===== src/hdl/dtcsl_pkg.sv =====
// ============================================================================
// dtcsl_pkg - shared types and constants for the troubled-cell slope limiter
// Item layouts, register map, config bundle and fixed-point constants.
// ============================================================================
`default_nettype none

package dtcsl_pkg;

    localparam int WORD_W    = 32;
    localparam int FRAC_BITS = 16;

    // Register widths
    localparam int GAIN_W = 21;
    localparam int THR_W  = 17;
    localparam int TOL_W  = 17;

    // APB register map: register i at byte address 4*i
    localparam int PADDR_W = 4;
    localparam int PDATA_W = 32;
    localparam logic [1:0] REG_TVB_GAIN   = 2'd0;
    localparam logic [1:0] REG_IND_THRESH = 2'd1;
    localparam logic [1:0] REG_CHG_TOL    = 2'd2;

    // Reset values (Q16.16)
    localparam logic [GAIN_W-1:0] GAIN_RST = 21'd65536;
    localparam logic [THR_W-1:0]  THR_RST  = 17'd6554;
    localparam logic [TOL_W-1:0]  TOL_RST  = 17'd0;

    // Unsigned Q2.30 constants
    localparam logic [31:0] K_TWO_SQRT3     = 32'd3719550787;
    localparam logic [31:0] K_FIVE_SQRT5_3  = 32'd4001599515;
    localparam logic [29:0] K_INV_SQRT3     = 30'd619925131;

    typedef struct packed {
        logic [GAIN_W-1:0] tvb_gain;
        logic [THR_W-1:0]  indicator_threshold;
        logic [TOL_W-1:0]  change_tolerance;
    } t_cfg;

    typedef struct packed {
        logic signed [WORD_W-1:0] left_mean;
        logic signed [WORD_W-1:0] left_slope;
        logic signed [WORD_W-1:0] left_curv;
        logic signed [WORD_W-1:0] cell_mean;
        logic signed [WORD_W-1:0] cell_slope;
        logic signed [WORD_W-1:0] cell_curv;
        logic signed [WORD_W-1:0] right_mean;
        logic signed [WORD_W-1:0] right_slope;
        logic signed [WORD_W-1:0] right_curv;
    } t_in_item;

    typedef struct packed {
        logic signed [WORD_W-1:0] slope_out;
        logic signed [WORD_W-1:0] curv_out;
        logic                     troubled;
        logic                     limited;
    } t_out_item;

endpackage

`default_nettype wire


===== src/hdl/dtcsl_apb_regs.sv =====
// ============================================================================
// dtcsl_apb_regs - APB configuration registers
// Holds gain, indicator threshold and change tolerance; zero-wait reads.
// ============================================================================
`default_nettype none

module dtcsl_apb_regs (
    input  wire logic                          i_clk,
    input  wire logic                          i_rst_n,
    input  wire logic                          psel,
    input  wire logic                          penable,
    input  wire logic                          pwrite,
    input  wire logic [dtcsl_pkg::PADDR_W-1:0] paddr,
    input  wire logic [dtcsl_pkg::PDATA_W-1:0] pwdata,
    output logic      [dtcsl_pkg::PDATA_W-1:0] prdata,
    output logic                               pready,
    output dtcsl_pkg::t_cfg                    o_cfg
);
    import dtcsl_pkg::*;

    t_cfg       r_cfg;
    logic       wr_en;
    logic [1:0] reg_idx;

    assign pready  = 1'b1;
    assign wr_en   = psel & penable & pwrite & pready;
    assign reg_idx = paddr[PADDR_W-1:2];

    always_ff @(posedge i_clk) begin
        if (!i_rst_n) begin
            r_cfg.tvb_gain            <= GAIN_RST;
            r_cfg.indicator_threshold <= THR_RST;
            r_cfg.change_tolerance    <= TOL_RST;
        end else if (wr_en) begin
            unique case (reg_idx)
                REG_TVB_GAIN:   r_cfg.tvb_gain            <= pwdata[GAIN_W-1:0];
                REG_IND_THRESH: r_cfg.indicator_threshold <= pwdata[THR_W-1:0];
                REG_CHG_TOL:    r_cfg.change_tolerance    <= pwdata[TOL_W-1:0];
                default: ;  // unmapped slot, write dropped
            endcase
        end
    end

    always_comb begin
        unique case (reg_idx)
            REG_TVB_GAIN:   prdata = PDATA_W'(r_cfg.tvb_gain);
            REG_IND_THRESH: prdata = PDATA_W'(r_cfg.indicator_threshold);
            REG_CHG_TOL:    prdata = PDATA_W'(r_cfg.change_tolerance);
            default:        prdata = '0;
        endcase
    end

    assign o_cfg = r_cfg;

endmodule

`default_nettype wire


===== config.mk =====
export PLATFORM = sky130hd
export DESIGN_NAME = dtcsl_apb_regs
export DESIGN_NICKNAME = d
export VERILOG_FILES = /design/src/hdl/dtcsl_pkg.sv /design/src/hdl/dtcsl_apb_regs.sv
export SDC_FILE = /design/constraint.sdc
export NUM_CORES = 1
export LEC_CHECK = 0
export ABC_AREA = 1
export BUFFER_PORTS_ARGS = -buffer_cell sky130_fd_sc_hd__buf_4
export CAP_MARGIN = 15
export CORE_ASPECT_RATIO = 1.5
export CORE_MARGIN = 4
export CORE_UTILIZATION = 50
export CTS_CLUSTER_SIZE = 30
export DETAILED_ROUTE_END_ITERATION = 8
export PLACE_DENSITY = 0.85
export SYNTH_ARGS = -nofsm -noshare
export SYNTH_HDL_FRONTEND = slang
export SYNTH_SLANG_ARGS = --single-unit
export TNS_END_PERCENT = 100

===== constraint.sdc =====
create_clock -name i_clk -period 1.8 [get_ports i_clk]
set_input_delay 0.27 -clock i_clk [delete_from_list [all_inputs] [get_ports i_clk]]
set_output_delay 0.27 -clock i_clk [all_outputs]
set_load 0.03 [all_outputs]

==> impl_metrics.json <==
{
  "status": "finished, final reports clean",
  "rr_startpoint": "o_cfg[15]",
  "grt_pass1_vias": 2646,
  "antenna_cells": 0,
  "dieArea_um2": 6650,
  "pwr-share-seq_pct": 51.3,
  "worstMarginPinSlew_ns": 0.561,
  "grt_max_degree": 56,
  "ys.flop_type": "dfxtp_1",
  "critPathKind": "in -> out",
  "dp_hpwl_um": 5150,
  "slew_headroom_pct": 62.6,
  "core_um2": 5200,
  "ir_worst_vdd_uv": 462,
  "drc": 0,
  "yosysMostFrequentCell": "nand2_1",
  "die_h_um": 97.9,
  "p_leak_nw": 1.77,
  "grt_pass1_wl_um": 12000,
  "finalSetupViolations": 0,
  "critPathRequiredTime_ns": 1.53,
  "fmax_ghz": 0.712,
  "place.gp.congestion": 0.785,
  "wl_um": 7460,
  "synth_top_family_by_area": "simple AND/OR/NAND/NOR gates",
  "cts_resized": 0,
  "synth_xor_area_share_pct": 0,
  "finalNonFillerCells": 578,
  "synth_compound_area_share_pct": 0.186,
  "clk-insertion-delay-late_ns": 0.30,
  "synth-adder-area-share_pct": 0,
  "wire_per_inst_um": 12.9,
  "postRouteAntennaNets": 0,
  "p_comb_share_pct": 18.7,
  "critPathCaptureType": "primary output",
  "cts_setup_buffers": 0,
  "switching_share_pct": 28.8,
  "cts-hold-fix-buffers": 0,
  "area_growth_pct": 32.9,
  "cts_made_buffers": 5,
  "grt_util_all_layers_pct": 22.4,
  "htreeDepth": 2,
  "drt_iter0_markers": 200,
  "num_vias": 2887,
  "finalHoldViolCount": 0,
  "place_inst": 570,
  "start_util_pct": 51.8,
  "finalMaxSlewViolations": 0,
  "via_per_inst": 4.99,
  "synth_mux_area_share_pct": 0,
  "clkPwrFrac_pct": 30.1,
  "ioPinCount": 129,
  "synth_top_area_share_pct": 40.9,
  "cts-root-buf": "clkbuf_8",
  "yosys.area_share.simple_pct": 46.0,
  "grt_overflow": 0,
  "syn_avg_cell_area_um2": 6.46,
  "clock_path_buffers": 2,
  "dr.pass1.iters": 4,
  "cts_tree": "yes",
  "cts_sinks": 55,
  "cp-start-kind": "primary input",
  "synth_top_cells_by_area": "dfxtp_1, nand2_1, nor2_1",
  "min_from": "pwdata[12]",
  "largest_register_ffs": 55,
  "switching_power_w": 0.000711,
  "p_int_w": 0.00176,
  "antenna_found_initial": 0,
  "hp-class": "in -> reg",
  "synth-edff-count": 0,
  "crit_path_max_fanout": 13,
  "clkTransAtPathRegs_ns": 0.09,
  "n_fill_cell": 476,
  "rsz0062_at_grt": "false",
  "synth_cells": 417,
  "ys_top_cells_by_count": "nand2_1, nor2_1, nand3_1",
  "power_density_nw_per_um2": 689,
  "ys_types": 16,
  "drive_above_1_share_pct": 25.1,
  "min_period_ns": 1.40,
  "clock_skew_ns": 0,
  "fp.dieW_um": 67.9,
  "reg2reg_setup_slack_ns": 1.15,
  "crit_arrival_ns": 1.13,
  "cap_violations": 0,
  "fin_crit_sh_pct": 78.0,
  "tns_ns": 0,
  "ys_seq_area_share_pct": 40.9,
  "ys_ff_latch": 55,
  "fin_area_um2": 3580,
  "async_flop_share_pct": 0,
  "critPathLaunch": "paddr[2]",
  "synth_top_area_cell": "dfxtp_1",
  "place.port_buffers": 103,
  "rows": 32,
  "ys_warn_count": 0,
  "fin_nets": 550,
  "syn_area_um2": 2700,
  "placed_area_um2": 3480
}
## kinds of logic (layout without fill, tap and decap cells)
| logic type | after synthesis | after routing |
|---|---|---|
| simple gates | 296 | 296 |
| buf+inv | 63 | 146 |
| flops | 55 | 55 |
| other cells | 2 | 12 |
| compound gates | 1 | 1 |
## final timing paths
path,to,cells after the start
max,prdata[8],6
max reg2reg,o_cfg[15],2
min reg2reg,o_cfg[18],2
min,o_cfg[29],3
## layout make-up
class                      instances  area (um^2)  share of cell area, %
tap                               68         85.1                   2.38
multi-input combinational        309         1300                   36.2
timing repair buffer             110          888                   24.8
sequential                        55         1100                   30.7
clock inverter                     1         7.51                  0.210
inverter                          28          105                   2.94
clock buffer                       7         96.3                   2.69
## worst max-delay path, stage by stage
cell	delay, ns
buf_4	0.14
nor2_2	0.17
buf_4	0.24
nand2_1	0.07
nand3_1	0.09
buf_4	0.16
## power by group through the flow
stage	Combinational (W)	Clock, W	Sequential [W]
floorplan	0.000259	0	0.00134
global placement	0.000451	0	0.00129
detailed placement	0.000460	0	0.00129
CTS	0.000461	0.000754	0.00126
global route	0.000500	0.000792	0.00127
finish	0.000461	0.000741	0.00126
## per-stage QoR
step                power, W  utilization [%]  hold WS [ns]  setup slack [ns]
finish               0.00247             68.8         0.184             0.396
global route         0.00256             68.8         0.186             0.333
CTS                  0.00248             68.8         0.179             0.392
detailed placement   0.00175             66.8         0.480             0.399
global placement     0.00174             66.8         0.470             0.415
floorplan            0.00160                -         0.396             0.476
## layer usage
layer  wire length (um)  global-route usage [%]  vias up  part of all wire, %
li1                   -                       -     1439                    -
met1               2900                    27.2     1339                   39
met2               3980                    39.5      105                   53
met3                529                    3.91        4                  7.1
met4                 51                    5.97        0                 0.68
met5                  0                       0        -                    0
## cells in the final DEF (no fill, tap or decap)
master	n
buf_12	5
buf_4	105
clkbuf_8	7
clkinvlp_4	1
conb_1	12
dfxtp_1	55
inv_1	26
inv_2	2
nand2_1	117
nand2_2	1
nand3_1	73
nor2_1	98
nor2_2	2
nor2_4	5
o21ai_0	1
Power figures use the tool's default switching activity.
